<file path="src/sv/sapar_pkg.sv">
// ----------------------------------------------------------------------------
// sapar_pkg
// Shared types, sizing constants and the replacement score for the
// set-associative probe table.
// ----------------------------------------------------------------------------
package sapar_pkg;

    localparam int WAYS       = 3;
    localparam int INDEX_BITS = 16;
    localparam int ONE_PLY    = 1;

    localparam int CLUSTERS   = 1 << INDEX_BITS;
    localparam int WAY_W      = (WAYS > 1) ? $clog2(WAYS) : 1;
    localparam int TAG_W      = 32;
    localparam int KEY_W      = 64;
    localparam int GEN_W      = 6;

    // Age term peaks at 252 * 2 * ONE_PLY; two more bits carry the sign and depth.
    localparam int SCORE_W    = $clog2(252 * 2 * ONE_PLY + 1) + 2;

    localparam logic [7:0] AGE_BIAS = 8'(259);
    localparam logic [7:0] AGE_MASK = 8'hFC;

    localparam logic REQ_PROBE = 1'b0;
    localparam logic REQ_WRITE = 1'b1;

    typedef struct packed {
        logic [TAG_W-1:0] tag;
        logic [7:0]       age_bound;
        logic signed [7:0] depth;
    } entry_t;

    typedef entry_t [WAYS-1:0] row_t;

    typedef struct packed {
        logic              req_type;
        logic [KEY_W-1:0]  hash_key;
        logic [1:0]        write_way;
        logic signed [7:0] write_depth;
        logic [1:0]        write_bound;
    } req_t;

    typedef struct packed {
        logic              hit;
        logic [1:0]        chosen_way;
        logic signed [7:0] entry_depth;
        logic [1:0]        entry_bound;
    } resolve_t;

    // depth - aged generation distance * 2 * ONE_PLY
    function automatic logic signed [SCORE_W-1:0] repl_score(entry_t e, logic [GEN_W-1:0] gen);
        logic [7:0]                age;
        logic signed [SCORE_W-1:0] d;
        logic signed [SCORE_W-1:0] a;
        age = (AGE_BIAS + {gen, 2'b00} - e.age_bound) & AGE_MASK;
        d   = SCORE_W'(e.depth);
        a   = signed'(SCORE_W'(age));
        return SCORE_W'(d - a * signed'(SCORE_W'(2 * ONE_PLY)));
    endfunction

endpackage

</file>
<file path="src/sv/sapar_resolve.sv">
// ----------------------------------------------------------------------------
// sapar_resolve
// Resolve one request against a cluster row: find the match, empty or
// replacement way, and build the row to write back.
// ----------------------------------------------------------------------------
module sapar_resolve (
    input  sapar_pkg::row_t                  row,
    input  sapar_pkg::req_t                  req,
    input  logic [sapar_pkg::GEN_W-1:0]      gen,
    output sapar_pkg::resolve_t              result,
    output sapar_pkg::row_t                  new_row
);
    import sapar_pkg::*;

    logic [TAG_W-1:0]          key_tag;
    logic                      found;
    logic [WAY_W-1:0]          found_way;
    logic [WAY_W-1:0]          best_way;
    logic signed [SCORE_W-1:0] best_score;
    logic signed [SCORE_W-1:0] score [WAYS];
    logic [WAY_W-1:0]          sel_way;
    entry_t                    sel;
    logic                      way_ok;
    logic                      refresh;

    assign key_tag = req.hash_key[KEY_W-1 -: TAG_W];

    // First way that is empty or carries the tag
    always_comb
    begin
        found     = 1'b0;
        found_way = '0;
        for (int w = 0; w < WAYS; w++)
        begin
            if (!found && (row[w].tag == '0 || row[w].tag == key_tag))
            begin
                found     = 1'b1;
                found_way = WAY_W'(w);
            end
        end
    end

    // Lowest score wins, ties keep the lower way
    always_comb
    begin
        for (int w = 0; w < WAYS; w++)
        begin
            score[w] = repl_score(row[w], gen);
        end
        best_way   = '0;
        best_score = score[0];
        for (int w = 1; w < WAYS; w++)
        begin
            if (best_score > score[w])
            begin
                best_way   = WAY_W'(w);
                best_score = score[w];
            end
        end
    end

    assign sel_way = found ? found_way : best_way;

    always_comb
    begin
        sel = row[0];
        for (int w = 0; w < WAYS; w++)
        begin
            if (sel_way == WAY_W'(w))
            begin
                sel = row[w];
            end
        end
    end

    assign refresh = found && (sel.tag != '0) && (sel.age_bound[7:2] != gen);
    assign way_ok  = int'(req.write_way) < WAYS;

    always_comb
    begin
        new_row = row;
        result  = '0;
        if (req.req_type == REQ_WRITE)
        begin
            result.chosen_way = req.write_way;
            if (way_ok)
            begin
                result.entry_depth = req.write_depth;
                result.entry_bound = req.write_bound;
                for (int w = 0; w < WAYS; w++)
                begin
                    if (int'(req.write_way) == w)
                    begin
                        new_row[w].tag       = key_tag;
                        new_row[w].depth     = req.write_depth;
                        new_row[w].age_bound = {gen, req.write_bound};
                    end
                end
            end
        end
        else
        begin
            result.hit         = found && (sel.tag != '0);
            result.chosen_way  = 2'(sel_way);
            result.entry_depth = sel.depth;
            result.entry_bound = sel.age_bound[1:0];
            for (int w = 0; w < WAYS; w++)
            begin
                if (refresh && sel_way == WAY_W'(w))
                begin
                    new_row[w].age_bound = {gen, sel.age_bound[1:0]};
                end
            end
        end
    end

endmodule

</file>
<file path="config.mk">
export PLATFORM = sky130hd
export DESIGN_NAME = sapar_resolve
export DESIGN_NICKNAME = d
export VERILOG_FILES = /design/src/sv/sapar_pkg.sv /design/src/sv/sapar_resolve.sv
export SDC_FILE = /design/constraint.sdc
export NUM_CORES = 1
export LEC_CHECK = 0
export ABC_AREA = 1
export ABC_CLOCK_PERIOD_IN_PS = 8000
export BUFFER_PORTS_ARGS = -buffer_cell sky130_fd_sc_hd__buf_4
export CAP_MARGIN = 20
export CORE_ASPECT_RATIO = 0.5
export CORE_MARGIN = 3
export CORE_UTILIZATION = 40
export DETAILED_ROUTE_END_ITERATION = 8
export PLACE_DENSITY = 0.74
export SYNTH_ARGS = -nofsm -noshare
export SYNTH_HDL_FRONTEND = slang
export SYNTH_SLANG_ARGS = --single-unit
export TNS_END_PERCENT = 1
</file>
<file path="constraint.sdc">
create_clock -name vclk -period 8
set_clock_uncertainty 0.05 [all_clocks]
set_input_delay 0.8 -clock vclk [all_inputs]
set_output_delay 0.8 -clock vclk [all_outputs]
set_load 0.005 [all_outputs]
</file>
==> results of run 1 <==
[power by group]
part	leakage [nW]	switching, mW	internal [mW]	total [mW]
Clock	0	0	0	0
Sequential	0	0	0	0
Combinational	5.13	1.12	0.803	1.92
Total	5.13	1.12	0.803	1.92
[worst min-delay path: stages]
cell     delay (ns)
buf_4          0.09
nand2_1        0.05
nand2_1        0.05
buf_4          0.10
[worst max-delay path by stage]
stage / startpoint / endpoint / slack (ns) / cells past startpoint
global placement: gen[0] / new_row[10] / 0.27 / 49
finish: gen[0] / new_row[14] / 0.33 / 49
detailed placement: gen[0] / new_row[14] / 0.01 / 44
global route: row[59] / new_row[11] / -0.12 / 50
CTS: gen[0] / new_row[14] / 0.05 / 44
floorplan: gen[0] / new_row[59] / 1.06 / 43
[layout make-up]
cell class,instances,area [sq um],share of cell area
inverters,161,608,0.0646
well taps,198,248,0.0263
repair buffers,380,2870,0.305
multi-input cells,1031,5700,0.605
[metal layers]
metal	wire length [um]	global-route usage	vias up
li1	-	-	4695
met1	12700	0.422	4435
met2	14800	0.572	440
met3	2270	0.0111	62
met4	859	0.0729	0
met5	0	0	-
[what timing repair did]
item | 4_1_cts | 5_1_grt
buffers inserted | 0 | 9
resized for setup | 1 | 37
pin swaps | 1 | 15
setup endpoints to repair | 1 | 29
cloned | 0 | 1
[per-stage QoR]
step,utilization,cells
after floorplan,-,1241
after global placement,0.612,1760
after detailed placement,0.612,1760
after CTS,0.612,1760
after global routing,0.628,1770
final,0.628,1770
[synth_stat cells, drive strengths merged]
master	number
a211oi	3
and2	2
nor4	4
o211ai	1
clkbuf	39
a31oi	1
nand3	69
nor2	106
o21ai	171
xnor2	73
a21o	1
o21bai	1
o221ai	5
buf	11
clkinv	1
nand4	29
or2	7
ha	58
inv	160
xor2	16
o22ai	20
fa	6
a21oi	52
nor3	4
nand2	401
[kinds of logic after synthesis]
logic type      count (synthesis)  synth area share
buf+inv                       211             0.129
fa+ha+maj                      64             0.133
xor+xnor                       89             0.122
compound gates                255             0.213
simple gates                  622             0.402
==> results.sh, run 1 <==
export IMPL_rsz0062_at_grt="true"
export IMPL_grt_pass1_wl_um=45000
export IMPL_dr_total_vias=9632
export IMPL_layout_common_cells="nand2_1, buf_4, o21ai_0"
export IMPL_yosys_area_top_type="nand2_1"
export IMPL_chipWidth_um=184
export IMPL_path_buf_inv=8
export IMPL_crit_top_cell="nand2_1"
export IMPL_crit_arrival_ns=6.82
export IMPL_first_iter_violations=665
export IMPL_ys_seq_area_frac=0
export IMPL_dp_hpwl_um=25700
export IMPL_slew_limit_headroom=0.311
export IMPL_antenna_found_initial=0
export IMPL_crit_fanout=7
export IMPL_io_pins=384
export IMPL_synth_distinct_cells=38
export IMPL_fin_area_sq_um=9420
export IMPL_ir_worst_vdd_v=0.000217
export IMPL_nFlopsAndLatches=0
export IMPL_hold_start="req[8]"
export IMPL_post_route_period_util=0.959
export IMPL_cts_hold_fix_buffers=0
export IMPL_core_area_sq_um=15000
export IMPL_drtPass1Iterations=5
export IMPL_start_util=0.424
export IMPL_synth_area_leaders="nand2_1, o21ai_0, ha_1"
export IMPL_seq_area_sq_um=0
export IMPL_hold_violations=0
export IMPL_drv_cap=0
export IMPL_wl_per_cell_um=17.3
export IMPL_powerDensity_nw_per_um2=204
export IMPL_gp_congestion=1.02
export IMPL_crit_family="simple AND/OR/NAND/NOR gates"
export IMPL_synth_top_cell_area_share=0.235
export IMPL_clock_fmax_ghz=0.130
export IMPL_overflow=0
export IMPL_row_count=31
export IMPL_drive_above_1_share=0.272
export IMPL_hp_class="in -> out"
export IMPL_syn_avg_cell_area_sq_um=5.13
export IMPL_grt_pass1_vias=8516
export IMPL_cp_end_kind="primary output"
export IMPL_nNetsFinal=1865
export IMPL_vias_per_cell=5.44
export IMPL_yosysWarnings=0
export IMPL_slowest_delay_ns=0.37
export IMPL_nClkBuffers=0
export IMPL_layout_cells_most_common="nand2_1"
export IMPL_track_usage=0.317
export IMPL_die_h_um=95.2
export IMPL_area_growth_pct=48.0
export IMPL_finalMaxSlewViolations=0
export IMPL_finalSetupViolCount=0
export IMPL_fin_tns_setup_ns=0
export IMPL_hold_ws_ns=1.84
export IMPL_synth_cells=1241
export IMPL_period_needed_ns=7.67
export IMPL_postRouteAntennaNets=0
export IMPL_tightestPinTransition_ns=1.03
export IMPL_cp_start_kind="primary input"
export IMPL_portBuffers=352
export IMPL_synth_area_sq_um=6360
export IMPL_wl_um=30600
export IMPL_leakagePower_nw=5.13
export IMPL_status="finished clean"
export IMPL_hold_depth=4
export IMPL_setup_ws_ns=0.332
export IMPL_fin_total_pwr_mw=1.92
export IMPL_crit_path_top_delay_cell="fa_2"
export IMPL_dp_slack_ns=0.0144
export IMPL_grt_max_degree=51
export IMPL_drc=0
export IMPL_nFillCells=1514
export IMPL_critPathKind="in -> out"
export IMPL_worstHoldEndpoint="new_row[6]"
export IMPL_placed_area_sq_um=9190
export IMPL_antenna_cells=0
export IMPL_worstPathRequired_ns=7.15
export IMPL_postSynthNetCount=1532
export IMPL_die_area_sq_um=17600
Note: power is estimated with default switching activity, not from simulation.
==> run 2: changes to the inputs <==
==> config.mk (replaced) <==
export PLATFORM = sky130hd
export DESIGN_NAME = sapar_resolve
export DESIGN_NICKNAME = d
export VERILOG_FILES = /design/src/sv/sapar_pkg.sv /design/src/sv/sapar_resolve.sv
export SDC_FILE = /design/constraint.sdc
export NUM_CORES = 1
export LEC_CHECK = 0
export ABC_AREA = 0
export ABC_CLOCK_PERIOD_IN_PS = 8000
export BUFFER_PORTS_ARGS = -buffer_cell sky130_fd_sc_hd__buf_4
export CAP_MARGIN = 20
export CORE_AREA = 3 3 150 152
export DETAILED_ROUTE_END_ITERATION = 8
export DIE_AREA = 0 0 153 155
export PLACE_DENSITY = 0.55
export SYNTH_ARGS = -nofsm -noshare
export SYNTH_HDL_FRONTEND = slang
export SYNTH_SLANG_ARGS = --single-unit
export TNS_END_PERCENT = 1
==> run 2 against run 1 <==
Compared with the run above: synthesized area decreased by 7.2%; via count decreased by 25%; setup slack got worse by 0.21 ns; cell area decreased by 0.97%; synthesized cell count decreased by 34%; total power decreased by 22%; non-clock buffer count increased by 30; count of clock-buffer cells in the layout unchanged; worst hold slack got worse by 0.014 ns; sequential share of layout area unchanged; core utilization decreased by 19 points; fmax decreased by 2.7%.
==> results.sh, run 2 <==
export IMPL_postSynthNetCount=1109
export IMPL_row_count=53
export IMPL_dr_total_vias=7197
export IMPL_synth_commonest_cells="nand2_1, xnor2_1, mux2_2"
export IMPL_layout_cells_most_common="buf_4"
export IMPL_leakagePower_nw=4.55
export IMPL_post_route_period_util=0.985
export IMPL_grt_pass1_wl_um=43900
export IMPL_drtPass1Iterations=5
export IMPL_nFillCells=2197
export IMPL_rsz0062_at_grt="true"
export IMPL_drv_cap=0
export IMPL_crit_path_top_delay_cell="a2111o_1"
export IMPL_dp_hpwl_um=25800
export IMPL_cp_end_kind="primary output"
export IMPL_synth_top_cell_area_share=0.178
export IMPL_gp_congestion=0.936
export IMPL_tightestPinTransition_ns=1.04
export IMPL_fin_total_pwr_mw=1.51
export IMPL_drive_above_1_share=0.475
export IMPL_portBuffers=352
export IMPL_grt_pass1_vias=7380
export IMPL_hold_start="row[56]"
export IMPL_period_needed_ns=7.88
export IMPL_ir_worst_vdd_v=0.000108
export IMPL_powerDensity_nw_per_um2=161
export IMPL_critPathKind="in -> out"
export IMPL_grt_max_degree=40
export IMPL_crit_arrival_ns=7.03
export IMPL_hp_class="in -> out"
export IMPL_status="finished clean"
export IMPL_setup_ws_ns=0.118
export IMPL_die_area_sq_um=23700
export IMPL_yosys_area_top_type="xnor2_1"
export IMPL_fin_tns_setup_ns=0
export IMPL_ys_seq_area_frac=0
export IMPL_instances_no_fill=1442
export IMPL_slew_limit_headroom=0.306
export IMPL_worstPathRequired_ns=7.15
export IMPL_yosysWarnings=0
export IMPL_crit_start="gen[0]"
export IMPL_syn_avg_cell_area_sq_um=7.22
export IMPL_overflow=0
export IMPL_antenna_found_initial=5
export IMPL_track_usage=0.235
export IMPL_clock_fmax_ghz=0.127
export IMPL_first_iter_violations=313
export IMPL_nFlopsAndLatches=0
export IMPL_wl_um=30200
export IMPL_place_inst=1425
export IMPL_slowest_delay_ns=0.43
export IMPL_core_area_sq_um=21200
export IMPL_multi_input_area_sq_um=5640
export IMPL_finalMaxSlewViolations=0
export IMPL_hold_violations=0
export IMPL_synth_area_sq_um=5910
export IMPL_finalSetupViolCount=0
export IMPL_start_util=0.279
export IMPL_postRouteAntennaNets=0
export IMPL_chipWidth_um=153
export IMPL_wl_per_cell_um=20.9
export IMPL_cp_start_kind="primary input"
export IMPL_io_pins=384
export IMPL_placed_area_sq_um=8890
export IMPL_seq_area_sq_um=0
export IMPL_nClkBuffers=0
export IMPL_area_growth_pct=57.9
export IMPL_synth_cells=818
export IMPL_fin_area_sq_um=9330
export IMPL_dp_slack_ns=-0.195
export IMPL_cts_hold_fix_buffers=0
export IMPL_synth_area_leaders="xnor2_1, mux2_2, ha_1"
export IMPL_synth_distinct_cells=57
export IMPL_die_h_um=155
export IMPL_crit_fanout=6
export IMPL_drc=0
export IMPL_yosysMostFrequentCell="nand2_1"
export IMPL_nNetsFinal=1456
export IMPL_layout_common_cells="buf_4, nand2_1, xnor2_1"
export IMPL_vias_per_cell=4.99
## run 2: cell type report
type | count | share of cell area
Antenna cell | 4 | 0.00107
Timing Repair Buffer | 410 | 0.339
Multi-Input combinational cell | 707 | 0.604
Tap cell | 275 | 0.0369
Inverter | 46 | 0.0193
## run 2: final timing paths
check                          end  slack, ns  cells after the start
worst min-delay path   new_row[56]       1.83                      4
worst max-delay path  new_row[108]       0.12                     32
## run 2: power by group
part	total (mW)	switching (mW)	internal, mW
Clock	0.0000000674	0	0.0000000674
Sequential	0	0	0
Combinational	1.51	0.743	0.762
Total	1.51	0.743	0.762
## run 2: metal layers
layer  global-route usage  vias to the layer above  wire (um)
met5                    0                        -         13
li1                     -                     3524          -
met3               0.0426                       54       1930
met2                0.452                      288      15900
met4               0.0747                        2        911
met1                0.260                     3329      11400
## run 2: cells by family (layout without fill, tap and decap cells)
| family | count (synthesis) | after routing | synth area share |
|---|---|---|---|
| and+or+nand+nor | 276 | 276 | 0.215 |
| xor gates and xnor gates | 138 | 138 | 0.205 |
| AOI/OAI and AO/OA | 120 | 120 | 0.137 |
| buffers and inverters | 111 | 456 | 0.0906 |
| muxes | 109 | 109 | 0.210 |
| adders and majority gates | 64 | 64 | 0.143 |
| other | 0 | 4 | 0 |
## run 2: worst max-delay path: cells and delay by family
family,cells,cell delay [ns]
compound gates,10,1.69
fa+ha+maj,5,1.44
simple gates,5,1.03
buf+inv,8,0.91
mux,2,0.63
xor+xnor,2,0.53
## run 2: per-stage QoR
| step | utilization | hold slack (ns) |
|---|---|---|
| 2_1_floorplan | - | 1.63 |
| 3_3_place_gp | 0.420 | 1.83 |
| 4_1_cts | 0.423 | 1.83 |
| 5_1_grt | 0.441 | 1.86 |
| 6_report | 0.441 | 1.83 |
| 3_5_place_dp | 0.420 | 1.83 |
## run 2: timing repair
| item | in CTS | in global routing |
|---|---|---|
| endpoints found under the setup margin | 18 | 29 |
| pin swaps | 9 | 32 |
| buffers inserted | 5 | 8 |
| gates resized for setup | 8 | 63 |
==> run 3: changes to the inputs <==
--- a/config.mk
+++ b/config.mk
@@ -9,10 +9,11 @@
 export ABC_CLOCK_PERIOD_IN_PS = 8000
 export BUFFER_PORTS_ARGS = -buffer_cell sky130_fd_sc_hd__buf_4
 export CAP_MARGIN = 20
-export CORE_AREA = 3 3 150 152
+export CORE_ASPECT_RATIO = 0.5
+export CORE_MARGIN = 3
+export CORE_UTILIZATION = 30
 export DETAILED_ROUTE_END_ITERATION = 8
-export DIE_AREA = 0 0 153 155
-export PLACE_DENSITY = 0.55
+export PLACE_DENSITY = 0.59
 export SYNTH_ARGS = -nofsm -noshare
 export SYNTH_HDL_FRONTEND = slang
 export SYNTH_SLANG_ARGS = --single-unit
==> run 3 against run 2 <==
Compared with the run above: non-clock buffer count shrank 9; core utilization grew 4.7 points; setup slack gained 0.0047 ns; sequential share of layout area is the same; cell area shrank 1.2%; critical path type unchanged.
==> results.sh, run 3 (same netlist as run 2, synthesis figures left out) <==
export IMPL_placed_area_sq_um=8820
export IMPL_fin_total_pwr_mw=1.44
export IMPL_clock_fmax_ghz=0.127
export IMPL_fin_tns_setup_ns=0
export IMPL_sw_frac_of_total=0.497
export IMPL_ir_worst_vdd_v=0.0000986
export IMPL_seq_area_sq_um=0
export IMPL_nFillCells=1879
export IMPL_dp_slack_ns=-0.249
export IMPL_period_needed_ns=7.88
export IMPL_finalMaxSlewViolations=0
export IMPL_antenna_cells=0
export IMPL_grt_max_degree=44
export IMPL_track_usage=0.238
export IMPL_die_h_um=105
export IMPL_layout_cells_most_common="buf_4"
export IMPL_p_sw_mw=0.718
export IMPL_status="finished clean"
export IMPL_die_area_sq_um=21500
export IMPL_layout_common_cells="buf_4, nand2_1, xnor2_1"
export IMPL_portBuffers=352
export IMPL_critPathKind="in -> out"
export IMPL_dp_hpwl_um=23600
export IMPL_post_route_period_util=0.985
export IMPL_wl_per_cell_um=19.7
export IMPL_chipWidth_um=204
export IMPL_grt_pass1_vias=7262
export IMPL_fin_area_sq_um=9220
export IMPL_cp_start_kind="primary input"
export IMPL_slowest_delay_ns=0.47
export IMPL_gp_congestion=0.941
export IMPL_start_util=0.313
export IMPL_drc=0
export IMPL_row_count=35
export IMPL_drv_cap=0
export IMPL_nNetsFinal=1447
export IMPL_rsz0062_at_grt="true"
export IMPL_leakagePower_nw=4.51
export IMPL_tightestPinTransition_ns=1.07
export IMPL_antenna_found_initial=0
export IMPL_grt_pass1_wl_um=40900
export IMPL_hold_violations=0
export IMPL_core_area_sq_um=18900
export IMPL_setup_ws_ns=0.123
export IMPL_crit_fanout=6
export IMPL_hp_class="in -> out"
export IMPL_first_iter_violations=407
export IMPL_pwr_share_comb=1.000
export IMPL_io_pins=384
export IMPL_drive_above_1_share=0.482
export IMPL_crit_path_top_delay_cell="fa_1"
export IMPL_nClkBuffers=0
export IMPL_finalSetupViolCount=0
export IMPL_drtPass1Iterations=6
export IMPL_wl_um=27900
export IMPL_multi_input_area_sq_um=5640
export IMPL_area_growth_pct=55.9
export IMPL_seqPwrFrac=0
export IMPL_nFlopsAndLatches=0
export IMPL_slew_limit_headroom=0.286
export IMPL_crit_arrival_ns=7.03
export IMPL_powerDensity_nw_per_um2=157
export IMPL_dr_total_vias=7181
export IMPL_clkPwrFrac=0
export IMPL_postRouteAntennaNets=0
export IMPL_overflow=0
export IMPL_cp_end_kind="primary output"
export IMPL_internal_power_mw=0.726
export IMPL_vias_per_cell=5.08
export IMPL_worstPathRequired_ns=7.15
run 3: cell types whose count changed in the layout (fill, tap and decap cells not counted), sizes merged:
cell	change
buf	-9
diode	-4
run 3: layout make-up:
type                            instances  share of cell area
Tap cell                              259              0.0352
Inverter                               46              0.0196
Timing Repair Buffer                  401               0.333
Multi-Input combinational cell        707               0.612
run 3: worst paths after layout:
path,startpoint,to,depth (start not counted)
setup / recovery,gen[0],new_row[61],33
hold / removal,row[57],new_row[57],4
run 3: worst max-delay path: cells and delay by family:
kind / cells / cell delay, ns
AOI/OAI and AO/OA: 12 / 2.41
xor gates and xnor gates: 1 / 0.15
adders and majority gates: 5 / 1.50
and+or+nand+nor: 5 / 0.74
buffers and inverters: 8 / 0.80
muxes: 2 / 0.64
run 3: what timing repair did:
action                     in CTS  in global routing
setup endpoints to repair      17                 29
setup buffers                   0                 10
resized for setup               8                 72
pin swaps                       8                 39
hold buffers                    0                  0
run 3: power by group through the flow:
stage               clock, mW  sequential, mW  combinational [mW]
floorplan                   0               0               0.747
global placement            0               0                1.25
detailed placement          0               0                1.28
CTS                         0               0                1.30
global route                0               0                1.58
finish                      0               0                1.44
run 3: per-layer routing:
metal / GRT usage / wire length, um / vias to the layer above
li1: - / - / 3500
met1: 0.306 / 11900 / 3466
met3: 0.0185 / 1220 / 18
met5: 0 / 0 / -
met4: 0.0289 / 347 / 0
met2: 0.445 / 14400 / 197
run 3: metrics by stage:
stage | util | instances | hold WS, ns
2_1_floorplan | - | 818 | 1.63
3_5_place_dp | 0.467 | 1403 | 1.83
6_report | 0.488 | 1413 | 1.83
4_1_cts | 0.468 | 1403 | 1.83
5_1_grt | 0.488 | 1413 | 1.85
3_3_place_gp | 0.467 | 1403 | 1.83
